### src/rtl/psar_pkg.sv
// Package for the picture-processor scroll and address register unit.
// Holds the access codes, raster timing constants, address masks and the result record.
// No dependencies.
package psar_pkg;

  typedef enum logic [2:0] {
    MODE_TICK   = 3'd0,
    MODE_CTRL   = 3'd1,
    MODE_SCROLL = 3'd2,
    MODE_ADDR   = 3'd3,
    MODE_DATA   = 3'd4,
    MODE_STATUS = 3'd5
  } mode_t;

  localparam logic [9:0] DOTS_PER_LINE     = 10'd341;
  localparam logic [9:0] LINES_PER_FRAME   = 10'd262;
  localparam logic [8:0] LAST_VISIBLE_LINE = 9'd239;
  localparam logic [8:0] VBLANK_LINE       = 9'd241;
  localparam logic [8:0] PRERENDER_LINE    = 9'd261;

  localparam logic [14:0] HORIZ_BITS = 15'h041F;
  localparam logic [14:0] VERT_BITS  = 15'h7BE0;

  typedef struct packed {
    logic [14:0] addr_v;
    logic [14:0] temp_t;
    logic [2:0]  fine_x;
    logic        toggle;
    logic        vblank;
    logic        nmi;
    logic [8:0]  line;
    logic [8:0]  dot;
  } res_t;

endpackage

### src/rtl/ppu_scroll_address_registers.sv
// Top level of the picture-processor scroll and address register unit (v, t, fine X, toggle)
// with its own scanline and dot counters. Depends on psar_pkg.
//
// Usage:
//   The input channel (in_valid/in_ready) carries one transaction per dot tick or per
//   register access, selected by in_mode; in_data_byte is the byte written for control,
//   scroll and address writes. The result channel (out_valid/out_ready) returns one
//   transaction per input with the register and counter values after that input, plus
//   the derived tile and attribute fetch addresses.
//   A result is registered: it enters the result register, or the skid register while the
//   result register stays occupied. Throughput is one item per cycle while in_ready is high;
//   the combinational path is the update logic of v (coarse X step, Y step and copies from t).
//   When the receiver stalls, the result register holds and a one-entry skid register
//   takes one more result; in_ready drops only while the skid entry is occupied.
//   Reset (rst_n low, synchronous) clears all state registers and counters to zero and
//   empties both result stages.
//   Mode codes 6 and 7 leave the state untouched and report it unchanged.
module ppu_scroll_address_registers (
  input  logic        clk,
  input  logic        rst_n,
  input  logic        in_valid,
  output logic        in_ready,
  input  logic [2:0]  in_mode,
  input  logic [7:0]  in_data_byte,
  output logic        out_valid,
  input  logic        out_ready,
  output logic [14:0] out_addr_v,
  output logic [14:0] out_temp_t,
  output logic [2:0]  out_fine_scroll_x,
  output logic        out_write_toggle,
  output logic [13:0] out_tile_fetch_addr,
  output logic [13:0] out_attr_fetch_addr,
  output logic        out_vblank_flag,
  output logic        out_nmi_pulse,
  output logic [8:0]  out_line_now,
  output logic [8:0]  out_dot_now
);
  import psar_pkg::*;

  logic [14:0] v_r, v_nxt;
  logic [14:0] t_r, t_nxt;
  logic [2:0]  fx_r, fx_nxt;
  logic        w_r, w_nxt;
  logic [7:0]  ctrl_r, ctrl_nxt;
  logic        vbl_r, vbl_nxt;
  logic [8:0]  line_r, line_nxt;
  logic [8:0]  dot_r, dot_nxt;
  logic        pulse;

  res_t res_r, res_nxt;
  res_t skid_r, skid_nxt;
  logic out_vld_r, out_vld_nxt;
  logic skid_vld_r, skid_vld_nxt;
  logic in_acc;

  function automatic logic [14:0] coarse_x_step(input logic [14:0] v);
    logic [14:0] r;
    if (v[4:0] == 5'd31) begin
      r = {v[14:11], ~v[10], v[9:5], 5'd0};
    end else begin
      r = v + 15'd1;
    end
    return r;
  endfunction

  function automatic logic [14:0] y_step(input logic [14:0] v);
    logic [14:0] r;
    logic [4:0]  cy;
    logic        nt;
    if (v[14:12] != 3'd7) begin
      r = v + 15'h1000;
    end else begin
      cy = v[9:5];
      nt = v[11];
      if (cy == 5'd29) begin
        cy = 5'd0;
        nt = ~nt;
      end else if (cy == 5'd31) begin
        cy = 5'd0;
      end else begin
        cy = cy + 5'd1;
      end
      r = {3'd0, nt, v[10], cy, v[4:0]};
    end
    return r;
  endfunction

  assign in_ready = !skid_vld_r;
  assign in_acc   = in_valid && in_ready;

  // Next-state logic for one item.
  always_comb begin
    logic        render_line;
    logic        cx_en;
    logic [14:0] vt;
    logic [9:0]  dot_inc;
    logic [9:0]  line_inc;

    v_nxt    = v_r;
    t_nxt    = t_r;
    fx_nxt   = fx_r;
    w_nxt    = w_r;
    ctrl_nxt = ctrl_r;
    vbl_nxt  = vbl_r;
    line_nxt = line_r;
    dot_nxt  = dot_r;
    pulse    = 1'b0;

    render_line = (line_r <= LAST_VISIBLE_LINE) || (line_r == PRERENDER_LINE);
    cx_en = ((dot_r >= 9'd8) && (dot_r <= 9'd256) && (dot_r[2:0] == 3'd0)) ||
            (dot_r == 9'd328) || (dot_r == 9'd336);
    dot_inc  = {1'b0, dot_r} + 10'd1;
    line_inc = {1'b0, line_r} + 10'd1;
    vt = v_r;

    case (in_mode)
      MODE_TICK: begin
        if (dot_r == 9'd1) begin
          if (line_r == VBLANK_LINE) begin
            vbl_nxt = 1'b1;
            pulse   = ctrl_r[7];
          end else if (line_r == PRERENDER_LINE) begin
            vbl_nxt = 1'b0;
          end
        end
        if (render_line) begin
          // At dot 256 the coarse X step comes first and the Y step follows it.
          if (cx_en) begin
            vt = coarse_x_step(vt);
          end
          if (dot_r == 9'd256) begin
            vt = y_step(vt);
          end
          if (dot_r == 9'd257) begin
            vt = (vt & ~HORIZ_BITS) | (t_r & HORIZ_BITS);
          end
          if ((line_r == PRERENDER_LINE) && (dot_r >= 9'd280) && (dot_r <= 9'd304)) begin
            vt = (vt & ~VERT_BITS) | (t_r & VERT_BITS);
          end
        end
        v_nxt = vt;
        if (dot_inc >= DOTS_PER_LINE) begin
          dot_nxt = 9'd0;
          if (line_inc >= LINES_PER_FRAME) begin
            line_nxt = 9'd0;
          end else begin
            line_nxt = line_inc[8:0];
          end
        end else begin
          dot_nxt = dot_inc[8:0];
        end
      end
      MODE_CTRL: begin
        ctrl_nxt = in_data_byte;
        t_nxt    = {t_r[14:12], in_data_byte[1:0], t_r[9:0]};
      end
      MODE_SCROLL: begin
        if (!w_r) begin
          t_nxt  = {t_r[14:5], in_data_byte[7:3]};
          fx_nxt = in_data_byte[2:0];
        end else begin
          t_nxt = {in_data_byte[2:0], t_r[11:10], in_data_byte[7:3], t_r[4:0]};
        end
        w_nxt = ~w_r;
      end
      MODE_ADDR: begin
        if (!w_r) begin
          t_nxt = {1'b0, in_data_byte[5:0], t_r[7:0]};
        end else begin
          t_nxt = {t_r[14:8], in_data_byte};
          v_nxt = {t_r[14:8], in_data_byte};
        end
        w_nxt = ~w_r;
      end
      MODE_DATA: begin
        v_nxt = v_r + (ctrl_r[2] ? 15'd32 : 15'd1);
      end
      MODE_STATUS: begin
        w_nxt   = 1'b0;
        vbl_nxt = 1'b0;
      end
      default: begin
      end
    endcase
  end

  // Result record and the two-entry output stage.
  always_comb begin
    res_t fresh;
    fresh.addr_v = v_nxt;
    fresh.temp_t = t_nxt;
    fresh.fine_x = fx_nxt;
    fresh.toggle = w_nxt;
    fresh.vblank = vbl_nxt;
    fresh.nmi    = pulse;
    fresh.line   = line_nxt;
    fresh.dot    = dot_nxt;

    res_nxt      = res_r;
    skid_nxt     = skid_r;
    out_vld_nxt  = out_vld_r;
    skid_vld_nxt = skid_vld_r;

    if (out_vld_r && out_ready) begin
      out_vld_nxt = 1'b0;
    end
    if (skid_vld_r && (!out_vld_r || out_ready)) begin
      res_nxt      = skid_r;
      out_vld_nxt  = 1'b1;
      skid_vld_nxt = 1'b0;
    end
    if (in_acc) begin
      if (!out_vld_nxt) begin
        res_nxt     = fresh;
        out_vld_nxt = 1'b1;
      end else begin
        skid_nxt     = fresh;
        skid_vld_nxt = 1'b1;
      end
    end
  end

  always_ff @(posedge clk) begin
    if (!rst_n) begin
      v_r        <= '0;
      t_r        <= '0;
      fx_r       <= '0;
      w_r        <= 1'b0;
      ctrl_r     <= '0;
      vbl_r      <= 1'b0;
      line_r     <= '0;
      dot_r      <= '0;
      out_vld_r  <= 1'b0;
      skid_vld_r <= 1'b0;
    end else begin
      if (in_acc) begin
        v_r    <= v_nxt;
        t_r    <= t_nxt;
        fx_r   <= fx_nxt;
        w_r    <= w_nxt;
        ctrl_r <= ctrl_nxt;
        vbl_r  <= vbl_nxt;
        line_r <= line_nxt;
        dot_r  <= dot_nxt;
      end
      out_vld_r  <= out_vld_nxt;
      skid_vld_r <= skid_vld_nxt;
    end
  end

  always_ff @(posedge clk) begin
    res_r  <= res_nxt;
    skid_r <= skid_nxt;
  end

  assign out_valid           = out_vld_r;
  assign out_addr_v          = res_r.addr_v;
  assign out_temp_t          = res_r.temp_t;
  assign out_fine_scroll_x   = res_r.fine_x;
  assign out_write_toggle    = res_r.toggle;
  assign out_tile_fetch_addr = {2'b10, res_r.addr_v[11:0]};
  assign out_attr_fetch_addr = {2'b10, res_r.addr_v[11:10], 4'b1111,
                                res_r.addr_v[9:7], res_r.addr_v[4:2]};
  assign out_vblank_flag     = res_r.vblank;
  assign out_nmi_pulse       = res_r.nmi;
  assign out_line_now        = res_r.line;
  assign out_dot_now         = res_r.dot;

endmodule

### config.mk
export PLATFORM = sky130hd
export DESIGN_NAME = ppu_scroll_address_registers
export DESIGN_NICKNAME = d
export VERILOG_FILES = /design/src/rtl/psar_pkg.sv /design/src/rtl/ppu_scroll_address_registers.sv
export SDC_FILE = /design/constraint.sdc
export NUM_CORES = 1
export LEC_CHECK = 0
export BUFFER_PORTS_ARGS = -buffer_cell sky130_fd_sc_hd__clkbuf_2
export CORE_MARGIN = 8
export CORE_UTILIZATION = 50
export DETAILED_ROUTE_END_ITERATION = 8
export PLACE_DENSITY = 0.8
export SLEW_MARGIN = 10
export SYNTH_ARGS = -nofsm -noshare
export SYNTH_HDL_FRONTEND = slang
export SYNTH_SLANG_ARGS = --single-unit
### constraint.sdc
create_clock -name clk -period 5.5 [get_ports clk]
set_input_delay 1.65 -clock clk [delete_from_list [all_inputs] [get_ports clk]]
set_output_delay 1.65 -clock clk [all_outputs]
set_load 0.01 [all_outputs]
# Word level (Yosys, flattened, before mapping)
# Index checks and enable logic that the tools add are counted.
# totals
reg_bits	171
in_bits	15
out_inout_bits	84
elab_cells	124
# classes
add_sub_neg	6
n_lt_le_gt_ge	7
n_eq_ne	16
muxes	46
n_bitwise	5
reduce_logical	18
# op_table
op	n
15-bit 2-to-1 mux	16
54-bit 2-to-1 mux	3
15-bit one-hot mux with 3 select lines	2
9-bit equality test, second input constant	5
9-bit 2-to-1 mux	5
9-bit by 1-bit adder with 10-bit output, second input constant	2
10-bit by 9-bit >= comparator with 1-bit output, second input constant	2
9-bit <= comparator, second input constant	2
15-bit by 1-bit adder with 15-bit output, second input constant	1
15-bit by 13-bit adder with 15-bit output, second input constant	1
15-bit by 6-bit adder with 15-bit output	1
5-bit equality test, second input constant	3
11-bit by 15-bit OR with 15-bit output	1
15-bit by 11-bit OR with 15-bit output	1
1-bit 2-to-1 mux	13
5-bit 2-to-1 mux	2
9-bit by 1-bit equality test with 1-bit output, second input constant	1
9-bit by 8-bit equality test with 1-bit output, second input constant	1
9-bit by 4-bit >= comparator with 1-bit output, second input constant	1
9-bit >= comparator, second input constant	1
9-bit by 8-bit <= comparator with 1-bit output, second input constant	1
1-bit logical AND	7
3-bit by 2-bit equality test with 1-bit output, second input constant	2
3-bit equality test, second input constant	2
12 further kinds	22

# Logic depth before layout (Yosys ltp)
# depth
depth_word	25
mapped_depth	17
depth_no_buf	16

# Worst setup path before layout
# OpenSTA, ideal clock, no wires.
# synth_path
path_kind	input to register
from	input out_ready
to	register skid_r[0] in the netlist's numbering, enable pin
setup_ps	466
arrival_ps	4419
t_required_ps	5034
path_slack_ps	614
cell_stages	4
n_path_buf	2
path_cell_list	nand2b_1 clkbuf_1 clkbuf_1 nor2_1
# synth_via
elab_chain_len	4
word_cells_on_any_way	6
classes_between	mux (2); reduce/logical (4)
# synth_lines
item	line	text
start: declaration	ppu_scroll_address_registers.sv:26	input logic out_ready,
1-bit logical AND or 1-bit logical OR (tied branches)	ppu_scroll_address_registers.sv:204, ppu_scroll_address_registers.sv:207	
1-bit 2-to-1 mux or 1-bit logical AND (tied branches)	ppu_scroll_address_registers.sv:204, ppu_scroll_address_registers.sv:207	
1-bit 2-to-1 mux *	ppu_scroll_address_registers.sv:207	if (skid_vld_r && (!out_vld_r || out_ready)) begin
2-bit AND reduction (no source line) *	--	
end signal: assignment	ppu_scroll_address_registers.sv:253	skid_r <= skid_nxt;
end: declaration	ppu_scroll_address_registers.sv:51	res_t skid_r, skid_nxt;
# Mark *: on every way between the ends. The rest lies on a longest branch, timed or not.
# A chain may end at the register's enable or synchronous reset.

# Worst setup path after layout
# layout_path
from	register v_r[0]
to	register v_r[8]
# layout_via
elab_chain_len	19
word_cells_on_any_way	25
classes_between	add/sub (4); eq/ne (4); mux (16); bitwise (1)
# layout_lines
item	line	text
start: declaration	ppu_scroll_address_registers.sv:40	logic [14:0] v_r, v_nxt;
start signal: assignment	ppu_scroll_address_registers.sv:237	v_r <= v_nxt;
15-bit by 1-bit adder with 15-bit output or 5-bit equality test (tied branches)	ppu_scroll_address_registers.sv:61, ppu_scroll_address_registers.sv:58	
15-bit 2-to-1 mux	ppu_scroll_address_registers.sv:58	if (v[4:0] == 5'd31) begin
15-bit 2-to-1 mux	ppu_scroll_address_registers.sv:128	if (cx_en) begin
15-bit 2-to-1 mux	ppu_scroll_address_registers.sv:126	if (render_line) begin
15-bit 2-to-1 mux	ppu_scroll_address_registers.sv:116	case (in_mode)
5-bit by 1-bit adder with 5-bit output or 5-bit equality test (tied branches)	ppu_scroll_address_registers.sv:81, ppu_scroll_address_registers.sv:78	
5-bit 2-to-1 mux	ppu_scroll_address_registers.sv:78	end else if (cy == 5'd31) begin
5-bit 2-to-1 mux	ppu_scroll_address_registers.sv:75	if (cy == 5'd29) begin
[... 3 more ...]	--	
15-bit 2-to-1 mux	ppu_scroll_address_registers.sv:116	
15-bit by 11-bit OR with 15-bit output	ppu_scroll_address_registers.sv:135	vt = (vt & ~HORIZ_BITS) | (t_r & HORIZ_BITS);
15-bit 2-to-1 mux	ppu_scroll_address_registers.sv:134	if (dot_r == 9'd257) begin
15-bit 2-to-1 mux	ppu_scroll_address_registers.sv:126	
15-bit 2-to-1 mux	ppu_scroll_address_registers.sv:116	
15-bit 2-to-1 mux	ppu_scroll_address_registers.sv:137	if ((line_r == PRERENDER_LINE) && (dot_r >= 9'd280) && (dot_r <= 9'd304)) begin
15-bit 2-to-1 mux	ppu_scroll_address_registers.sv:126	
15-bit one-hot mux with 3 select lines *	ppu_scroll_address_registers.sv:116	
# Mark *: on every way between the ends. The rest lies on a longest branch, timed or not. The select of a mux whose other input is x is not followed.

==> results.tsv <==
metric	value	unit
floorplan.core_area	19400	µm²
initial_core_util	50.84	%
dieWidth	156.4	µm
synth-warning-count	0	
synthToLayoutAreaGrowth	9.934	%
end_kind	flip-flop	
clock_skew	9.501	ps
timing.final.crit_period	4609	ps
die-area	24470	µm²
cts-buffers-inserted	17	
path_cells	ha_1, and3_1, ha_1, and4b_1, nor4b_1, nand2_1, xnor2_1, ha_1, and4_1, and2_1, or3b_1, o211ai_1, nand2_1, a311oi_1	
report.final.slew_viol_count	0	
hold_viol	0	
ant_nets	0	
ctsResizeCount	0	
netlist_area	9862	µm²
drcViolationCount	0	
internal_power	2.191	mW
grt_pass1_vias	8347	
place_congestion	0.9833	
cts_setup_buffers	0	
clock-root-buffer	clkbuf_16	
maxCapViolCount	0	
setup_tns	0	ps
rsz0062_at_grt	no	
clk_pin_slew_worst_paths	70	ps
switchingPower	0.8056	mW
rows	51	
synth_cells	1191	
clk_path_buf_depth	2	
wl_per_cell	19.25	µm
detail_route.first_pass.iterations	6	
vdd_drop_max	0.0001516	V
synth.top_cell.area_share	22.53	%
worstSkewPairLatency	430	ps
grt_pass1_wl	44.85	mm
yosysUniqueCellTypes	80	
worst_setup_path_start_kind	flip-flop	
critPathMaxFanout	10	
clkPwrFrac	40.8	%
path_common_cell	ha_1	
synthArstFlopShare	0	%
io_buffers	90	
swShare	26.88	%
synth_edf_count	54	
grt_overflow	0	
track_usage	22.82	%
viasPerCell	6.214	
crit_type	flip-flop to flip-flop	
hp-class	flip-flop to flip-flop	
drt-total-wl	28.54	mm
drt-initial-drc-count	1207	
syn_avg_cell_area	8.280	µm²
num_vias	9216	
drive_gt1_share	14.78	%
grt_max_degree	55	
whs	464.4	ps
critPathMaxStageDelay	770	ps
mostFrequentLayoutCell	nand2_1	
synth_area_leaders	dfxtp_1 (23%), edfxtp_1 (16%), nand2_1 (5.4%)	
finalSetupViolCount	0	
status	finished, final reports clean	
htreeDepth	4	
cp.arrival	4940	ps
timing.final.crit_share	83.79	%
die_h	156.4	µm
ys_seq_area_share	38.97	%
pwr-share-comb	13.1	%
tritoncts	built	
p_leak	4.379	nW
fin_nets	1235	
max_freq	217.0	MHz
postCtsHoldBufs	0	
io_pins	99	
mostFrequentLayoutCells	nand2_1 (141), dfxtp_1 (111), a21oi_1 (98)	
maxSlewHeadroom	11.53	%
cts_sinks	165	
antenna_found_initial	0	
synth_flop_cell	dfxtp_1	
n_antenna_cell	0	
crit_slowest_cell	nor4b_1	
synth_top_area_cell	dfxtp_1	
synth_seq_cells	165	
max_slew.worst_pin.slew	1326	ps
seq_power_share	46.1	%
hpwl	19.92	mm
p_per_area	276.4	nW/µm²
required	5830	ps
-- final timing paths --
check                 start         to  slack (ps)  depth (start not counted)
setup reg to reg     v_r[0]     v_r[8]         890                         14
setup / recovery     v_r[0]     v_r[8]         890                         14
hold reg to reg   ctrl_r[7]  ctrl_r[7]         460                          2
hold / removal    ctrl_r[7]  ctrl_r[7]         460                          2
-- synth_stat cells, types with 22 or more instances --
cell and instances:
nand2_1 142, dfxtp_1 111, a21oi_1 98, nor2_1 92, o21ai_0 84, clkbuf_1 77
edfxtp_1 54, nand3_1 44, inv_1 43, mux2i_1 33, o22ai_1 32, buf_4 28
a31oi_1 22
-- metal layers --
metal	routed length [µm]	vias to the layer above	GRT usage [%]
li1	-	4323	-
met1	12020	4303	31.28
met2	12630	525	34.69
met3	3094	65	4.220
met4	796	0	9.382
met5	0	-	0
-- power by group through the flow --
| stage | Clock, mW | Combinational, mW | Sequential (mW) |
|---|---|---|---|
| floorplan | 0 | 0.271 | 1.40 |
| global placement | 0 | 0.378 | 1.40 |
| detailed placement | 0 | 0.385 | 1.41 |
| CTS | 1.24 | 0.388 | 1.38 |
| global route | 1.29 | 0.427 | 1.39 |
| finish | 1.22 | 0.392 | 1.38 |
-- registers in the layout, summed over array words and instances (netlist names) --
name               flops
ctrl_r                 2
dot_r                  9
fx_r                   3
line_r                 9
out_addr_v            15
out_dot_now            9
out_fine_scroll_x      3
out_line_now           9
out_nmi_pulse          1
out_temp_t            15
out_valid              1
out_vblank_flag        1
out_write_toggle       1
skid_r                54
skid_vld_r             1
t_r                   15
v_r                   15
vbl_r                  1
w_r                    1
-- kinds of logic after synthesis --
logic type | Yosys count | synth area share, %
simple gates | 407 | 19.86
flops | 165 | 38.97
xor+xnor | 18 | 1.814
compound gates | 369 | 24.27
fa+ha+maj | 15 | 1.903
buf+inv | 162 | 7.473
other cells | 2 | 0.07615
mux | 53 | 5.633
-- through the flow --
step,util [%],power (mW),worst slack [ps],std cells,area [µm²]
finish,55.89,2.997,891.3,1483,10840
CTS,55.89,3.006,1029,1483,10840
global placement,52.79,1.781,1159,1451,10240
global route,55.89,3.103,626.1,1483,10840
detailed placement,52.79,1.792,1088,1451,10240
floorplan,-,1.674,614.5,1197,9884
-- area by class of cell --
class / count / area [µm²]
Tap cell: 265 / 331.6
Inverter: 43 / 161.4
Multi-Input combinational cell: 870 / 5318
Clock inverter: 13 / 168.9
Fill cell: 1757 / 8557
Timing Repair Buffer: 108 / 585.6
Clock buffer: 19 / 432.9
Sequential cell: 165 / 3844
-- worst max-delay path: cells and delay by family (launching register included) --
| kind | cells | cell delay [ps] |
|---|---|---|
| AO/OA/AOI/OAI | 2 | 570 |
| XOR/XNOR | 1 | 260 |
| adder cells (fa/ha/maj) | 3 | 810 |
| flip-flops | 1 | 420 |
| AND/OR/NAND/NOR | 8 | 2450 |
No activity file was read; power rests on OpenSTA's default activity.
